$ cat src/durz_pkg.sv
// Package: shared types and constants of the dual ultrasonic range and zone block.
`timescale 1ns / 1ps
package durz_pkg;

   localparam int CSR_DATA_W = 24;
   localparam int CSR_IDX_W  = 3;

   localparam logic [CSR_IDX_W-1:0] CSR_TRIGGER_TICKS = 3'd0;
   localparam logic [CSR_IDX_W-1:0] CSR_ECHO_TIMEOUT  = 3'd1;
   localparam logic [CSR_IDX_W-1:0] CSR_GAP_TICKS     = 3'd2;
   localparam logic [CSR_IDX_W-1:0] CSR_TICK_SCALE    = 3'd3;
   localparam logic [CSR_IDX_W-1:0] CSR_EMA_ALPHA     = 3'd4;
   localparam logic [CSR_IDX_W-1:0] CSR_NEAR_LIMIT    = 3'd5;
   localparam logic [CSR_IDX_W-1:0] CSR_MID_LIMIT     = 3'd6;
   localparam logic [CSR_IDX_W-1:0] CSR_FAR_LIMIT     = 3'd7;

   localparam logic [15:0] RST_TRIGGER_TICKS = 16'd1000;
   localparam logic [23:0] RST_ECHO_TIMEOUT  = 24'd1000000;
   localparam logic [23:0] RST_GAP_TICKS     = 24'd0;
   localparam logic [15:0] RST_TICK_SCALE    = 16'd2877;
   localparam logic [8:0]  RST_EMA_ALPHA     = 9'd51;
   localparam logic [9:0]  RST_NEAR_LIMIT    = 10'd10;
   localparam logic [9:0]  RST_MID_LIMIT     = 10'd30;
   localparam logic [9:0]  RST_FAR_LIMIT     = 10'd70;

   localparam logic [8:0] ALPHA_ONE = 9'd256;

   localparam logic [2:0] PH_IDLE      = 3'd0;
   localparam logic [2:0] PH_TRIG_MAIN = 3'd1;
   localparam logic [2:0] PH_TRIG_SUB  = 3'd2;
   localparam logic [2:0] PH_WAIT      = 3'd3;
   localparam logic [2:0] PH_ECHO      = 3'd4;
   localparam logic [2:0] PH_GAP       = 3'd5;

   localparam logic [1:0] ZONE_CLEAR  = 2'd0;
   localparam logic [1:0] ZONE_NEAR   = 2'd1;
   localparam logic [1:0] ZONE_MIDDLE = 2'd2;
   localparam logic [1:0] ZONE_FAR    = 2'd3;

   typedef struct packed {
      logic [15:0] trigger_ticks;
      logic [23:0] echo_timeout_ticks;
      logic [23:0] gap_ticks;
      logic [15:0] tick_scale;
      logic [8:0]  ema_alpha;
      logic [9:0]  near_limit_cm;
      logic [9:0]  mid_limit_cm;
      logic [9:0]  far_limit_cm;
   } durz_cfg_type;

   typedef struct packed {
      logic echo_main;
      logic echo_sub;
      logic accel_inhibit;
   } durz_req_type;

   typedef struct packed {
      logic        trig_main;
      logic        trig_sub;
      logic        result_valid;
      logic        timed_out;
      logic        measured_sensor;
      logic [17:0] filtered_distance;
      logic [1:0]  obstacle_zone;
      logic        sensor_select;
   } durz_rsp_type;

   typedef struct packed {
      logic         valid;
      durz_req_type beat;
   } durz_head_type;

endpackage

$ cat src/durz_if.sv
// Interfaces: request and response channels with valid/ready handshake.
`timescale 1ns / 1ps
interface durz_req_if;
   logic valid;
   logic ready;
   logic echo_main;
   logic echo_sub;
   logic accel_inhibit;

   modport source (output valid, echo_main, echo_sub, accel_inhibit, input ready);
   modport sink (input valid, echo_main, echo_sub, accel_inhibit, output ready);
endinterface

interface durz_rsp_if;
   logic        valid;
   logic        ready;
   logic        trig_main;
   logic        trig_sub;
   logic        result_valid;
   logic        timed_out;
   logic        measured_sensor;
   logic [17:0] filtered_distance;
   logic [1:0]  obstacle_zone;
   logic        sensor_select;

   modport source (output valid, trig_main, trig_sub, result_valid, timed_out,
                   measured_sensor, filtered_distance, obstacle_zone, sensor_select,
                   input ready);
   modport sink (input valid, trig_main, trig_sub, result_valid, timed_out,
                 measured_sensor, filtered_distance, obstacle_zone, sensor_select,
                 output ready);
endinterface

$ cat src/dual_ultrasonic_range_zone.sv
// Top level: dual ultrasonic echo ranger with per-sensor filter and obstacle zones.
//
// req_chan carries one beat per sampled clock tick: both echo pin levels and the
// inhibit flag. rsp_chan returns exactly one beat for every request beat, in order:
// trigger pin levels, the measurement result on the tick one completes, the held
// obstacle zone and the sensor selected for the next measurement.
// csr_we/csr_index/csr_wdata write the configuration registers; write them only
// while no request beat is outstanding.
// A completing tick takes registered steps in turn: the distance multiply, the
// filter multiplies and the zone compare into the response register.
// Throughput: one beat per cycle while the response is accepted; a completing
// tick holds the sequencer through the FIN_MUL, FIN_MIX and FIN_DONE steps.
// A two-entry queue sits between the input handshake and the sequencer.
// Reset: synchronous; sequencer idle, filters and zone cleared, main sensor
// selected, configuration back to its defaults.
// A stalled receiver holds the response register; the queue fills and
// req_chan.ready drops once both queue entries are held.
`timescale 1ns / 1ps
module dual_ultrasonic_range_zone
   import durz_pkg::*;
#(
   parameter int COUNT_BITS = 24,
   parameter int DIST_BITS  = 18
) (
   input  logic                  clock,
   input  logic                  reset,
   durz_req_if.sink              req_chan,
   durz_rsp_if.source            rsp_chan,
   input  logic                  csr_we,
   input  logic [CSR_IDX_W-1:0]  csr_index,
   input  logic [CSR_DATA_W-1:0] csr_wdata
);

   durz_cfg_type  cfg_ff, cfg_in;
   durz_req_type  req_beat;
   durz_head_type head;
   logic          head_pop;
   logic          rsp_valid;
   durz_rsp_type  rsp_beat;

   always_comb begin
      cfg_in = cfg_ff;
      if (csr_we) begin
         case (csr_index)
            CSR_TRIGGER_TICKS: cfg_in.trigger_ticks      = csr_wdata[15:0];
            CSR_ECHO_TIMEOUT:  cfg_in.echo_timeout_ticks = csr_wdata[23:0];
            CSR_GAP_TICKS:     cfg_in.gap_ticks          = csr_wdata[23:0];
            CSR_TICK_SCALE:    cfg_in.tick_scale         = csr_wdata[15:0];
            CSR_EMA_ALPHA:     cfg_in.ema_alpha          = csr_wdata[8:0];
            CSR_NEAR_LIMIT:    cfg_in.near_limit_cm      = csr_wdata[9:0];
            CSR_MID_LIMIT:     cfg_in.mid_limit_cm       = csr_wdata[9:0];
            CSR_FAR_LIMIT:     cfg_in.far_limit_cm       = csr_wdata[9:0];
            default:           cfg_in = cfg_ff;
         endcase
      end
   end

   always_ff @(posedge clock) begin
      if (reset) begin
         cfg_ff.trigger_ticks      <= RST_TRIGGER_TICKS;
         cfg_ff.echo_timeout_ticks <= RST_ECHO_TIMEOUT;
         cfg_ff.gap_ticks          <= RST_GAP_TICKS;
         cfg_ff.tick_scale         <= RST_TICK_SCALE;
         cfg_ff.ema_alpha          <= RST_EMA_ALPHA;
         cfg_ff.near_limit_cm      <= RST_NEAR_LIMIT;
         cfg_ff.mid_limit_cm       <= RST_MID_LIMIT;
         cfg_ff.far_limit_cm       <= RST_FAR_LIMIT;
      end else begin
         cfg_ff <= cfg_in;
      end
   end

   assign req_beat.echo_main     = req_chan.echo_main;
   assign req_beat.echo_sub      = req_chan.echo_sub;
   assign req_beat.accel_inhibit = req_chan.accel_inhibit;

   durz_front u_front (
      .clock    (clock),
      .reset    (reset),
      .in_valid (req_chan.valid),
      .in_ready (req_chan.ready),
      .in_beat  (req_beat),
      .head     (head),
      .head_pop (head_pop)
   );

   durz_back #(
      .COUNT_BITS (COUNT_BITS),
      .DIST_BITS  (DIST_BITS)
   ) u_back (
      .clock     (clock),
      .reset     (reset),
      .cfg       (cfg_ff),
      .head      (head),
      .head_pop  (head_pop),
      .out_valid (rsp_valid),
      .out_ready (rsp_chan.ready),
      .out_beat  (rsp_beat)
   );

   assign rsp_chan.valid             = rsp_valid;
   assign rsp_chan.trig_main         = rsp_beat.trig_main;
   assign rsp_chan.trig_sub          = rsp_beat.trig_sub;
   assign rsp_chan.result_valid      = rsp_beat.result_valid;
   assign rsp_chan.timed_out         = rsp_beat.timed_out;
   assign rsp_chan.measured_sensor   = rsp_beat.measured_sensor;
   assign rsp_chan.filtered_distance = rsp_beat.filtered_distance;
   assign rsp_chan.obstacle_zone     = rsp_beat.obstacle_zone;
   assign rsp_chan.sensor_select     = rsp_beat.sensor_select;

endmodule

$ cat src/durz_front.sv
// Front end: accepts request beats into a two-entry queue ahead of the sequencer.
`timescale 1ns / 1ps
module durz_front
   import durz_pkg::*;
(
   input  logic          clock,
   input  logic          reset,
   input  logic          in_valid,
   output logic          in_ready,
   input  durz_req_type  in_beat,
   output durz_head_type head,
   input  logic          head_pop
);

   durz_req_type slot_ff [2];
   logic         wr_ptr_ff, wr_ptr_in;
   logic         rd_ptr_ff, rd_ptr_in;
   logic [1:0]   count_ff, count_in;
   logic         push;

   assign in_ready   = (count_ff != 2'd2);
   assign push       = in_valid && in_ready;
   assign head.valid = (count_ff != 2'd0);
   assign head.beat  = slot_ff[rd_ptr_ff];

   always_comb begin
      wr_ptr_in = push ? ~wr_ptr_ff : wr_ptr_ff;
      rd_ptr_in = head_pop ? ~rd_ptr_ff : rd_ptr_ff;
      count_in  = count_ff;
      if (push && !head_pop) begin
         count_in = count_ff + 2'd1;
      end else if (!push && head_pop) begin
         count_in = count_ff - 2'd1;
      end
   end

   always_ff @(posedge clock) begin
      if (reset) begin
         wr_ptr_ff <= 1'b0;
         rd_ptr_ff <= 1'b0;
         count_ff  <= 2'd0;
      end else begin
         wr_ptr_ff <= wr_ptr_in;
         rd_ptr_ff <= rd_ptr_in;
         count_ff  <= count_in;
      end
   end

   always_ff @(posedge clock) begin
      if (push) begin
         slot_ff[wr_ptr_ff] <= in_beat;
      end
   end

endmodule

$ cat src/durz_back.sv
// Back end: trigger/echo sequencer, distance filter pipeline and response register.
`timescale 1ns / 1ps
module durz_back
   import durz_pkg::*;
#(
   parameter int COUNT_BITS = 24,
   parameter int DIST_BITS  = 18
) (
   input  logic          clock,
   input  logic          reset,
   input  durz_cfg_type  cfg,
   input  durz_head_type head,
   output logic          head_pop,
   output logic          out_valid,
   input  logic          out_ready,
   output durz_rsp_type  out_beat
);

   localparam int CW  = (COUNT_BITS > 24) ? COUNT_BITS : 24;
   localparam int PW  = COUNT_BITS + 16;
   localparam int DW  = (COUNT_BITS > DIST_BITS) ? COUNT_BITS : DIST_BITS;
   localparam int MW  = DIST_BITS + 9;
   localparam int SW  = DIST_BITS + 10;
   localparam int VW  = DIST_BITS + 2;
   localparam int ZW  = (DIST_BITS > 18) ? DIST_BITS : 18;
   localparam logic [COUNT_BITS-1:0] CNT_MAX  = '1;
   localparam logic [DIST_BITS-1:0]  DIST_MAX = '1;

   localparam logic [1:0] FIN_IDLE = 2'd0;
   localparam logic [1:0] FIN_MUL  = 2'd1;
   localparam logic [1:0] FIN_MIX  = 2'd2;
   localparam logic [1:0] FIN_DONE = 2'd3;

   logic [2:0]            phase_ff, phase_in;
   logic [COUNT_BITS-1:0] tick_ff, tick_in;
   logic [COUNT_BITS-1:0] width_ff, width_in;
   logic [DIST_BITS-1:0]  filt_main_ff, filt_main_in;
   logic [DIST_BITS-1:0]  filt_sub_ff, filt_sub_in;
   logic [1:0]            zone_ff, zone_in;
   logic                  sensor_ff, sensor_in;
   logic [1:0]            fin_step_ff, fin_step_in;
   logic [COUNT_BITS-1:0] fin_width_ff;
   logic                  fin_tout_ff;
   logic [PW-1:0]         prod_ff;
   logic [MW-1:0]         pa_ff, pb_ff;
   logic                  out_valid_ff, out_valid_in;
   durz_rsp_type          out_ff, out_in;

   logic                  out_free;
   logic                  echo;
   logic [COUNT_BITS-1:0] cnt_inc;
   logic [23:0]           limit_sel;
   logic                  cnt_done;
   logic                  tm, ts, fin, fin_tout;
   logic [COUNT_BITS-1:0] fin_width;
   logic [DW-1:0]         dist_ext;
   logic [DIST_BITS-1:0]  dist_q;
   logic [8:0]            a_eff, a_inv;
   logic [DIST_BITS-1:0]  filt_old;
   logic [SW-1:0]         mix_sum;
   logic [VW-1:0]         v_raw;
   logic [DIST_BITS-1:0]  v;
   logic [1:0]            zone_new;
   logic                  flip;

   assign out_free  = !out_valid_ff || out_ready;
   assign head_pop  = head.valid && (fin_step_ff == FIN_IDLE) && out_free;
   assign out_valid = out_valid_ff;
   assign out_beat  = out_ff;
   assign echo      = sensor_ff ? head.beat.echo_sub : head.beat.echo_main;
   assign cnt_inc   = (tick_ff != CNT_MAX) ? tick_ff + COUNT_BITS'(1) : tick_ff;

   always_comb begin
      case (phase_ff)
         PH_WAIT: limit_sel = cfg.echo_timeout_ticks;
         PH_GAP:  limit_sel = cfg.gap_ticks;
         default: limit_sel = {8'd0, cfg.trigger_ticks};
      endcase
   end

   assign cnt_done = (CW'(cnt_inc) >= CW'(limit_sel)) || (cnt_inc == CNT_MAX);

   always_comb begin
      phase_in  = phase_ff;
      tick_in   = tick_ff;
      width_in  = width_ff;
      tm        = 1'b0;
      ts        = 1'b0;
      fin       = 1'b0;
      fin_tout  = 1'b0;
      fin_width = width_ff;
      case (phase_ff)
         PH_IDLE: begin
            if (!head.beat.accel_inhibit) begin
               phase_in = PH_TRIG_MAIN;
               tick_in  = '0;
            end
         end
         PH_TRIG_MAIN: begin
            tm      = 1'b1;
            tick_in = cnt_inc;
            if (cnt_done) begin
               phase_in = PH_TRIG_SUB;
               tick_in  = '0;
            end
         end
         PH_TRIG_SUB: begin
            ts      = 1'b1;
            tick_in = cnt_inc;
            if (cnt_done) begin
               phase_in = PH_WAIT;
               tick_in  = '0;
            end
         end
         PH_WAIT: begin
            if (echo) begin
               width_in = COUNT_BITS'(1);
               phase_in = PH_ECHO;
            end else begin
               tick_in = cnt_inc;
               if (cnt_done) begin
                  fin       = 1'b1;
                  fin_tout  = 1'b1;
                  fin_width = '0;
               end
            end
         end
         PH_ECHO: begin
            if (echo) begin
               if (width_ff != CNT_MAX) begin
                  width_in = width_ff + COUNT_BITS'(1);
               end
            end else begin
               fin = 1'b1;
            end
         end
         PH_GAP: begin
            tick_in = cnt_inc;
            if (cnt_done) begin
               phase_in = PH_IDLE;
               tick_in  = '0;
            end
         end
         default: begin
            phase_in = PH_IDLE;
            tick_in  = '0;
         end
      endcase
      if (fin) begin
         tick_in  = '0;
         width_in = '0;
         phase_in = (cfg.gap_ticks != 24'd0) ? PH_GAP : PH_IDLE;
      end
   end

   always_comb begin
      dist_ext = DW'(prod_ff[PW-1:16]);
      dist_q   = (dist_ext > DW'(DIST_MAX)) ? DIST_MAX : DIST_BITS'(dist_ext);
      a_eff    = (cfg.ema_alpha > ALPHA_ONE) ? ALPHA_ONE : cfg.ema_alpha;
      a_inv    = ALPHA_ONE - a_eff;
      filt_old = sensor_ff ? filt_sub_ff : filt_main_ff;
      mix_sum  = SW'(pa_ff) + SW'(pb_ff) + SW'(128);
      v_raw    = mix_sum[SW-1:8];
      v        = (v_raw > VW'(DIST_MAX)) ? DIST_MAX : DIST_BITS'(v_raw);
      flip     = 1'b0;
      if (ZW'(v) <= ZW'({cfg.near_limit_cm, 8'd0})) begin
         zone_new = ZONE_NEAR;
      end else if (ZW'(v) <= ZW'({cfg.mid_limit_cm, 8'd0})) begin
         zone_new = ZONE_MIDDLE;
      end else if (ZW'(v) <= ZW'({cfg.far_limit_cm, 8'd0})) begin
         zone_new = ZONE_FAR;
      end else begin
         zone_new = ZONE_CLEAR;
         flip     = 1'b1;
      end
   end

   always_comb begin
      fin_step_in  = fin_step_ff;
      filt_main_in = filt_main_ff;
      filt_sub_in  = filt_sub_ff;
      zone_in      = zone_ff;
      sensor_in    = sensor_ff;
      out_valid_in = out_valid_ff && !out_ready;
      out_in       = out_ff;
      case (fin_step_ff)
         FIN_IDLE: begin
            if (head_pop) begin
               if (fin) begin
                  fin_step_in = FIN_MUL;
               end else begin
                  out_valid_in           = 1'b1;
                  out_in                 = '0;
                  out_in.trig_main       = tm;
                  out_in.trig_sub        = ts;
                  out_in.obstacle_zone   = zone_ff;
                  out_in.sensor_select   = sensor_ff;
               end
            end
         end
         FIN_MUL: fin_step_in = FIN_MIX;
         FIN_MIX: fin_step_in = FIN_DONE;
         FIN_DONE: begin
            if (out_free) begin
               fin_step_in = FIN_IDLE;
               if (sensor_ff) begin
                  filt_sub_in = v;
               end else begin
                  filt_main_in = v;
               end
               zone_in                  = zone_new;
               sensor_in                = sensor_ff ^ flip;
               out_valid_in             = 1'b1;
               out_in.trig_main         = 1'b0;
               out_in.trig_sub          = 1'b0;
               out_in.result_valid      = 1'b1;
               out_in.timed_out         = fin_tout_ff;
               out_in.measured_sensor   = sensor_ff;
               out_in.filtered_distance = 18'(v);
               out_in.obstacle_zone     = zone_new;
               out_in.sensor_select     = sensor_ff ^ flip;
            end
         end
         default: fin_step_in = FIN_IDLE;
      endcase
   end

   always_ff @(posedge clock) begin
      if (reset) begin
         phase_ff     <= PH_IDLE;
         tick_ff      <= '0;
         width_ff     <= '0;
         filt_main_ff <= '0;
         filt_sub_ff  <= '0;
         zone_ff      <= ZONE_CLEAR;
         sensor_ff    <= 1'b0;
         fin_step_ff  <= FIN_IDLE;
         out_valid_ff <= 1'b0;
      end else begin
         if (head_pop) begin
            phase_ff <= phase_in;
            tick_ff  <= tick_in;
            width_ff <= width_in;
         end
         filt_main_ff <= filt_main_in;
         filt_sub_ff  <= filt_sub_in;
         zone_ff      <= zone_in;
         sensor_ff    <= sensor_in;
         fin_step_ff  <= fin_step_in;
         out_valid_ff <= out_valid_in;
      end
   end

   always_ff @(posedge clock) begin
      out_ff <= out_in;
      if (head_pop && fin) begin
         fin_width_ff <= fin_width;
         fin_tout_ff  <= fin_tout;
      end
      prod_ff <= PW'(fin_width_ff) * PW'(cfg.tick_scale);
      pa_ff   <= MW'(a_eff) * MW'(dist_q);
      pb_ff   <= MW'(a_inv) * MW'(filt_old);
   end

   a_tout_has_result: assert property (@(posedge clock) disable iff (reset)
      out_valid_ff && out_ff.timed_out |-> out_ff.result_valid)
      else $error("timed_out without result_valid");

   a_idle_fields_zero: assert property (@(posedge clock) disable iff (reset)
      out_valid_ff && !out_ff.result_valid |->
         out_ff.filtered_distance == 18'd0 && !out_ff.measured_sensor)
      else $error("result fields set on a beat without a result");

   a_one_trigger: assert property (@(posedge clock) disable iff (reset)
      out_valid_ff |-> !(out_ff.trig_main && out_ff.trig_sub))
      else $error("both triggers driven");

   a_fin_advance: assert property (@(posedge clock) disable iff (reset)
      fin_step_ff == FIN_MUL |=> fin_step_ff == FIN_MIX)
      else $error("filter pipeline stalled in multiply step");

   a_result_no_trigger: assert property (@(posedge clock) disable iff (reset)
      out_valid_ff && out_ff.result_valid |-> !out_ff.trig_main && !out_ff.trig_sub)
      else $error("trigger driven on a result beat");

endmodule

$ cat src/flat_wrapper.sv
// flat-port wrapper written by rule: the top's interface ports become plain ports
module dual_ultrasonic_range_zone_flat import durz_pkg::*;
#(
   parameter int COUNT_BITS = 24,
   parameter int DIST_BITS  = 18
)
  (clock, reset, csr_we, csr_index, csr_wdata, req_chan_valid, req_chan_echo_main, req_chan_echo_sub, req_chan_accel_inhibit, req_chan_ready, rsp_chan_valid, rsp_chan_trig_main, rsp_chan_trig_sub, rsp_chan_result_valid, rsp_chan_timed_out, rsp_chan_measured_sensor, rsp_chan_filtered_distance, rsp_chan_obstacle_zone, rsp_chan_sensor_select, rsp_chan_ready);
  durz_req_if req_chan_i ();
  durz_rsp_if rsp_chan_i ();
  input  logic clock;
  input  logic reset;
  input  logic csr_we;
  input  logic [CSR_IDX_W-1:0] csr_index;
  input  logic [CSR_DATA_W-1:0] csr_wdata;
  input wire logic [$bits(req_chan_i.valid)-1:0] req_chan_valid;
  input wire logic [$bits(req_chan_i.echo_main)-1:0] req_chan_echo_main;
  input wire logic [$bits(req_chan_i.echo_sub)-1:0] req_chan_echo_sub;
  input wire logic [$bits(req_chan_i.accel_inhibit)-1:0] req_chan_accel_inhibit;
  output wire logic [$bits(req_chan_i.ready)-1:0] req_chan_ready;
  output wire logic [$bits(rsp_chan_i.valid)-1:0] rsp_chan_valid;
  output wire logic [$bits(rsp_chan_i.trig_main)-1:0] rsp_chan_trig_main;
  output wire logic [$bits(rsp_chan_i.trig_sub)-1:0] rsp_chan_trig_sub;
  output wire logic [$bits(rsp_chan_i.result_valid)-1:0] rsp_chan_result_valid;
  output wire logic [$bits(rsp_chan_i.timed_out)-1:0] rsp_chan_timed_out;
  output wire logic [$bits(rsp_chan_i.measured_sensor)-1:0] rsp_chan_measured_sensor;
  output wire logic [$bits(rsp_chan_i.filtered_distance)-1:0] rsp_chan_filtered_distance;
  output wire logic [$bits(rsp_chan_i.obstacle_zone)-1:0] rsp_chan_obstacle_zone;
  output wire logic [$bits(rsp_chan_i.sensor_select)-1:0] rsp_chan_sensor_select;
  input wire logic [$bits(rsp_chan_i.ready)-1:0] rsp_chan_ready;
  assign req_chan_i.valid = req_chan_valid;
  assign req_chan_i.echo_main = req_chan_echo_main;
  assign req_chan_i.echo_sub = req_chan_echo_sub;
  assign req_chan_i.accel_inhibit = req_chan_accel_inhibit;
  assign req_chan_ready = req_chan_i.ready;
  assign rsp_chan_valid = rsp_chan_i.valid;
  assign rsp_chan_trig_main = rsp_chan_i.trig_main;
  assign rsp_chan_trig_sub = rsp_chan_i.trig_sub;
  assign rsp_chan_result_valid = rsp_chan_i.result_valid;
  assign rsp_chan_timed_out = rsp_chan_i.timed_out;
  assign rsp_chan_measured_sensor = rsp_chan_i.measured_sensor;
  assign rsp_chan_filtered_distance = rsp_chan_i.filtered_distance;
  assign rsp_chan_obstacle_zone = rsp_chan_i.obstacle_zone;
  assign rsp_chan_sensor_select = rsp_chan_i.sensor_select;
  assign rsp_chan_i.ready = rsp_chan_ready;
  dual_ultrasonic_range_zone #(.COUNT_BITS(COUNT_BITS), .DIST_BITS(DIST_BITS)) u_core (.clock(clock), .reset(reset), .req_chan(req_chan_i), .rsp_chan(rsp_chan_i), .csr_we(csr_we), .csr_index(csr_index), .csr_wdata(csr_wdata));
endmodule
$ cat config.mk
export PLATFORM = sky130hd
export DESIGN_NAME = dual_ultrasonic_range_zone_flat
export DESIGN_NICKNAME = d
export VERILOG_FILES = /design/src/durz_pkg.sv /design/src/durz_if.sv /design/src/dual_ultrasonic_range_zone.sv /design/src/durz_front.sv /design/src/durz_back.sv /design/src/flat_wrapper.sv
export SDC_FILE = /design/constraint.sdc
export NUM_CORES = 2
export LEC_CHECK = 0
export ABC_CLOCK_PERIOD_IN_PS = 14200
export BUFFER_PORTS_ARGS = -buffer_cell sky130_fd_sc_hd__buf_2
export CAP_MARGIN = 25
export CORE_MARGIN = 1
export CORE_UTILIZATION = 57
export DETAILED_ROUTE_END_ITERATION = 16
export GPL_TIMING_DRIVEN = 0
export PLACE_DENSITY = 0.74
export SLEW_MARGIN = 25
export SYNTH_ARGS = -nofsm -noshare
export SYNTH_HDL_FRONTEND = slang
export SYNTH_SLANG_ARGS = --single-unit
$ cat constraint.sdc
create_clock -name clock -period 14.2 [get_ports clock]
set_input_delay 0.71 -clock clock [delete_from_list [all_inputs] [get_ports clock]]
set_output_delay 0.71 -clock clock [all_outputs]
set_load 0.03 [all_outputs]
Word level (Yosys, flattened, before mapping)
Memory sizes are Yosys's and may differ from the RTL's. A register that Yosys moved wholly into a read port is not among the register bits.
Cells that the tools add are included.
Storage, ports and cells
  bits of input ports: 35
  output and inout port bits: 28
  word-level logic and storage cells: 183
  RAM bits: 6
  memories: 1
  register bits after elaboration: 361
Memories
  u_core.u_front.slot_ff: words 2, width 3, rd ports 1, clocked after memory_dff 1, wr ports 1, RTL line durz_front.sv:15  | durz_req_type slot_ff [2];
Cells by class
  muxes and demuxes: 58
  reductions and logical operators: 38
  bitwise operators: 4
  add/subtract/negate cells: 7
  equality and inequality tests: 32
  $mul: 3
  $lt $le $gt $ge: 7
Operators by type and width (count)
  two-way mux 24 bit: 12
  case mux 24 bit (2 select lines): 2
  case mux 24 bit (4 select lines): 1
  two-way mux 26 bit: 3
  <= comparator 18 bit: 3
  multiplier 9 x 18 -> 27 bit: 2
  two-way mux 18 bit: 3
  case mux 26 bit (2 select lines): 1
  adder 24 x 1 -> 24 bit, second input constant: 2
  inequality test 24 bit, second input constant: 2
  multiplier 24 x 16 -> 40 bit: 1
  adder 27 x 27 -> 28 bit: 1
  adder 28 x 8 -> 28 bit, second input constant: 1
  == test 24 bit, second input constant: 1
  >= comparator 24 bit: 1
  > comparator 24 x 18 -> 1 bit, second input constant: 1
  inequality test 3 bit, second input constant: 8
  nonzero test 24 bit: 1
  two-way mux 3 bit: 7
  > comparator 20 x 18 -> 1 bit, second input constant: 1
  == test 3 bit, second input constant: 6
  case mux 3 bit (6 select lines): 1
  AND reduction 2 bit: 9
  two-way mux 1 bit: 16
  27 further kinds: 63

Logic depth before layout (Yosys ltp)
  depth after elaboration: 11
  gate-level depth with buffers: 28
  gate-level depth less buffers: 27

Modules after synthesis
Synthesis repeated with hierarchy kept, for this count alone.
Second synthesis, totals
  cell total of the unflattened synthesis: 4271
  area, all modules: 38210.4 µm²
Modules (own cells, without submodules)
  durz_back: area an instance 33034.2 µm², sequential area each 4954.8 µm², cells each 3796, times used 1
  dual_ultrasonic_range_zone: area an instance 4733.3 µm², sequential area each 2382.3 µm², cells each 442, times used 1
  durz_front: area an instance 442.9 µm², sequential area each 280.3 µm², cells each 33, times used 1

Worst setup path before layout
OpenSTA, ideal clock, no wires.
  path type: reg2reg
  from: register u_core.cfg_ff[38] (netlist bit)
  to: register u_core.u_back.pb_ff[25]
  buffers on the path: 2
  library setup time: 0.072 ns
  clock period less this slack: 6.643 ns
  cell stages (with the launch flop): 25
  path slack: 7.557 ns
  arrival: 6.571 ns
  cells stage by stage: dfxtp_1 -> nor2b_1 -> clkbuf_1 -> or3_1 -> or3_1 -> or3_1 -> xnor2_1 -> clkbuf_1 -> nor2_1 -> fa_1 -> fa_1 -> fa_1 -> inv_1 -> fa_1 -> inv_1 -> ha_1 -> a21o_1 -> a21oi_1 -> o21ai_0 -> a41oi_1 -> a2111oi_0 -> or3_1 -> a31o_2 -> a21oi_1 -> xnor2_1
Between the ends
  longest elaborated chain between the ends: 4
RTL lines
  start: declaration: RTL line dual_ultrasonic_range_zone.sv:34  | durz_cfg_type cfg_ff, cfg_in;
  start signal: assignment: RTL line dual_ultrasonic_range_zone.sv:69  | cfg_ff <= cfg_in;
  > comparator 9 bit: RTL line durz_back.sv:159  | a_eff = (cfg.ema_alpha > ALPHA_ONE) ? ALPHA_ONE : cfg.ema_alpha;
  two-way mux 9 bit (*): RTL line durz_back.sv:159
  subtractor 9 bit (*): RTL line durz_back.sv:160  | a_inv = ALPHA_ONE - a_eff;
  multiplier 9 x 18 -> 27 bit (*): RTL line durz_back.sv:262  | pb_ff <= MW'(a_inv) * MW'(filt_old);
  end signal: assignment: RTL line durz_back.sv:262
  end: declaration: RTL line durz_back.sv:45  | logic [MW-1:0] pa_ff, pb_ff;
Every way passes the cells marked *; elsewhere a longest branch is shown, timed or not.
A chain may end at the register's enable or synchronous reset.

Final worst setup path
Ends and elaborated chain as after synthesis.

==> summary.md <==
| Metric | Value |
|---|---|
| Number of max-cap violations | `0` |
| Worst Max-Slew Pin Slew | `between 1 and 1.5 ns` |
| Largest net degree at the start of global routing | `29` |
| Vias in the first global route | `~31000` |
| Worst skew pair latency | `a little under 0.6 ns` |
| CP required | `roughly 15 ns` |
| Routed vias | `slightly above 30000` |
| Post-Syn Instances | `around 4400` |
| Layout area overhead | `7.19%` |
| Die span in y | `260 um` |
| Startpoint Class | `register` |
| Commonest non-fill, non-tap cell in the layout | `inv_1` |
| Drc violations | `0` |
| Total Neg Setup Slack | `0 ns` |
| Sequential element share of the synthesized area | `0.200` |
| Starting Density | `0.578` |
| Grt total ovfl | `0` |
| Max transition margin | `0.276` |
| Yosys reg bits | `352` |
| Longest Clk Path Bufs | `3` |
| Via density | `5.76` |
| Multi-input logic area | `about 0.027 mm^2` |
| DIE AREA | `0.0678 mm^2` |
| Leak pwr | `~0.019 uW` |
| Die X | `~260 um` |
| Post-DP HPWL | `between 80 and 90 mm` |
| Max Slew Vio Count | `0` |
| # IOs | `between 60 and 70` |
| Delay-heaviest family, CP | `adder cells` |
| Row cnt | `94` |
| Maximum VDD drop | `roughly 0.16 mV` |
| Average routed wire per standard cell | `about 19 um` |
| RSZ-0062 raised after global routing | `false` |
| CP arrival | `~9.2 ns` |
| Final setup viols | `0` |
| Gr usage total | `0.314` |
| Clock-pin slew on the worst setup and hold paths | `0.07 ns` |
| Fill count | `5730` |
| Run status | `completed` |
| Clock root cell | `clkbuf_16` |
| Final hold viol count | `0` |
| Post-cts sizing count | `0` |
| Total CTS buffers | `between 40 and 50` |
| Share of layout cells above drive strength 1 | `0.0412` |
| Setup Skew | `roughly 0.025 ns` |
| Worst hold path type | `primary input to register` |
| WL final | `just over 100 mm` |
| Most frequent cells in the layout | `inv_1 (690), nand2_1 (674), fa_1 (531), nor2_1 (336), ha_1 (315)` |
| Non-Filler Instances | `~5400` |
| EDFF count, synth | `57` |
| Power per cell area | `a little over 60 mW/mm^2` |
| Setup CP Type | `register to register` |
| Post-route minimum period | `~9 ns` |
| DP Area | `a little under 0.04 mm^2` |
| Setup ws final | `5.43 ns` |
| Crit path max fanout | `10` |
| Highest-delay cell along the critical path | `a2111oi_0` |
| Dpl cells | `about 5300` |
| Routability cong. | `between 0.9 and 1` |
| CTS tree | `yes` |
| Antenna violations before repair | `0` |
| Crit-path max cell delay | `~0.95 ns` |
| Max Freq | `114 MHz` |
| Cell Chain, Critical Path | `nor2b_1 > clkbuf_1 > or3_1 > or3_1 > or3_1 > xnor2_1 > clkbuf_1 > nor2_1 > fa_1 > fa_1 > fa_1 > inv_1 > fa_1 > inv_1 > ha_1 > nand2_1 > o21ai_0 > a41oi_1 > a2111oi_0 > or3_1 > a31o_2 > a21oi_1 > xnor2_1` |
| Fin crit share | `0.617` |
| Synth warn | `0` |
| Syn_area_per_cell | `roughly 8.6 um^2` |
| WP buf/inv | `4` |
| Post-place setup slack | `between 5 and 6 ns` |
| Htree depth | `2` |
| Hold Buf Count CTS | `0` |
| Setup Buffers After CTS | `0` |
| Number of routed nets with antenna violations | `0` |
| 1st-iter DRT viols | `2703` |
| Number of distinct library cells after synthesis | `between 80 and 90` |
| Detailed Routing Iterations Pass 1 | `7` |
| Nets | `between 5000 and 6000` |
| First-pass GRT wire length | `167 mm` |
| Async SR Flop Fraction | `0` |
| Core area | `0.0659 mm^2` |
| Post-synth top flop | `dfxtp_1` |
| Mapped Area | `approximately 0.038 mm^2` |
| FF+latch area | `about 0.0076 mm^2` |
| IO buf count | `a little over 50` |
| Setup crit end kind | `register` |
| Final instance area | `about 0.04 mm^2` |
| Synthesized Nets | `approximately 5300` |
| CTS sink cnt | `about 350` |
-- kinds of logic (layout without fill, tap and decap cells) --
family          count (synthesis)  in the layout  share of synthesized area
compound gates                571            571                     0.0949
xor+xnor                      101            101                     0.0232
fa+ha+maj                     846            846                      0.383
buf+inv                       899           1026                     0.0890
flops                         352            352                      0.200
mux                            55             55                     0.0151
other cells                     0              2                          0
simple gates                 1593           1593                      0.195
-- worst paths after layout --
| path | from | end | slack (ns) | cells after the start |
|---|---|---|---|---|
| worst max-delay path | u_core.cfg_ff[38] | u_core.u_back.pb_ff[25] | 5.43 | 23 |
| worst min-delay path | req_chan_echo_sub | u_core.u_front.slot_ff[1][1] | 0.31 | 1 |
| worst max register to register | u_core.cfg_ff[38] | u_core.u_back.pb_ff[25] | 5.43 | 23 |
| worst min register to register | u_core.cfg_ff[115] | u_core.cfg_ff[115] | 0.45 | 2 |
-- registers in the layout, indices dropped and copies added, names as in the netlist, 6 cells and up, named ones only --
| register | count |
|---|---|
| u_core.u_back.filt_main_ff | 18 |
| u_core.u_front.slot_ff | 6 |
| u_core.u_back.pa_ff | 27 |
| u_core.u_back.out_beat | 26 |
| u_core.u_back.pb_ff | 27 |
| u_core.u_back.width_ff | 24 |
| u_core.u_back.fin_width_ff | 24 |
| u_core.cfg_ff | 119 |
| u_core.u_back.filt_sub_ff | 18 |
| u_core.u_back.prod_ff | 24 |
| u_core.u_back.tick_ff | 24 |
-- power by group --
group | internal, uW | switching (uW) | leakage [uW]
logic | 90.6 | 275 | 0.0158
clock network | 609 | 469 | 0.000642
registers | 1070 | 22.0 | 0.00298
total | 1770 | 767 | 0.0194
-- through the flow --
step | power (uW) | hold WS, ns | util
2_1_floorplan | 1340 | 0.433 | -
3_3_place_gp | 1460 | 0.439 | 0.598
3_5_place_dp | 1470 | 0.444 | 0.599
4_1_cts | 2540 | 0.293 | 0.619
5_1_grt | 2610 | 0.311 | 0.619
6_report | 2540 | 0.311 | 0.619
-- metal layers --
metal / up-vias / global-route usage / wire length [um]
met5: - / 0 / 0
met1: 15200 / 0.418 / 42800
met3: 285 / 0.0600 / 9250
li1: 14300 / - / -
met2: 1421 / 0.501 / 46700
met4: 0 / 0.137 / 4680
-- layout make-up --
class                   instances  area share
multi-input cells            3166       0.664
flip-flops and latches        352       0.187
inverters                     690      0.0635
clock buffers                  55      0.0279
well taps                     864      0.0265
plain buffers                 209      0.0196
repair buffers                 52     0.00693
clock inverters                20     0.00512
diodes                          2    0.000123
-- synth_stat cells (16+ instances only) --
cell | n | area (um^2)
dfxtp_1 | 295 | 5910
a21oi_1 | 189 | 946
nor3_1 | 43 | 215
and3_1 | 29 | 181
nand2b_1 | 37 | 231
nor4_1 | 18 | 113
nand3_1 | 90 | 450
o31ai_1 | 22 | 165
xnor2_1 | 66 | 578
o21a_1 | 31 | 233
clkbuf_1 | 190 | 713
ha_1 | 315 | 3940
or3_1 | 21 | 131
and2_1 | 186 | 1160
nand2_1 | 674 | 2530
fa_1 | 531 | 10600
mux2i_1 | 36 | 360
a21o_1 | 45 | 338
xor2_1 | 35 | 307
o211ai_1 | 16 | 120
mux2_2 | 19 | 214
o21ai_0 | 119 | 596
a211oi_1 | 40 | 300
edfxtp_1 | 57 | 1710
inv_1 | 690 | 2590
nand4_1 | 31 | 194
nor2b_1 | 67 | 419
nor2_1 | 337 | 1260
o22ai_1 | 17 | 106
Note: power is estimated with default switching activity, not from simulation.
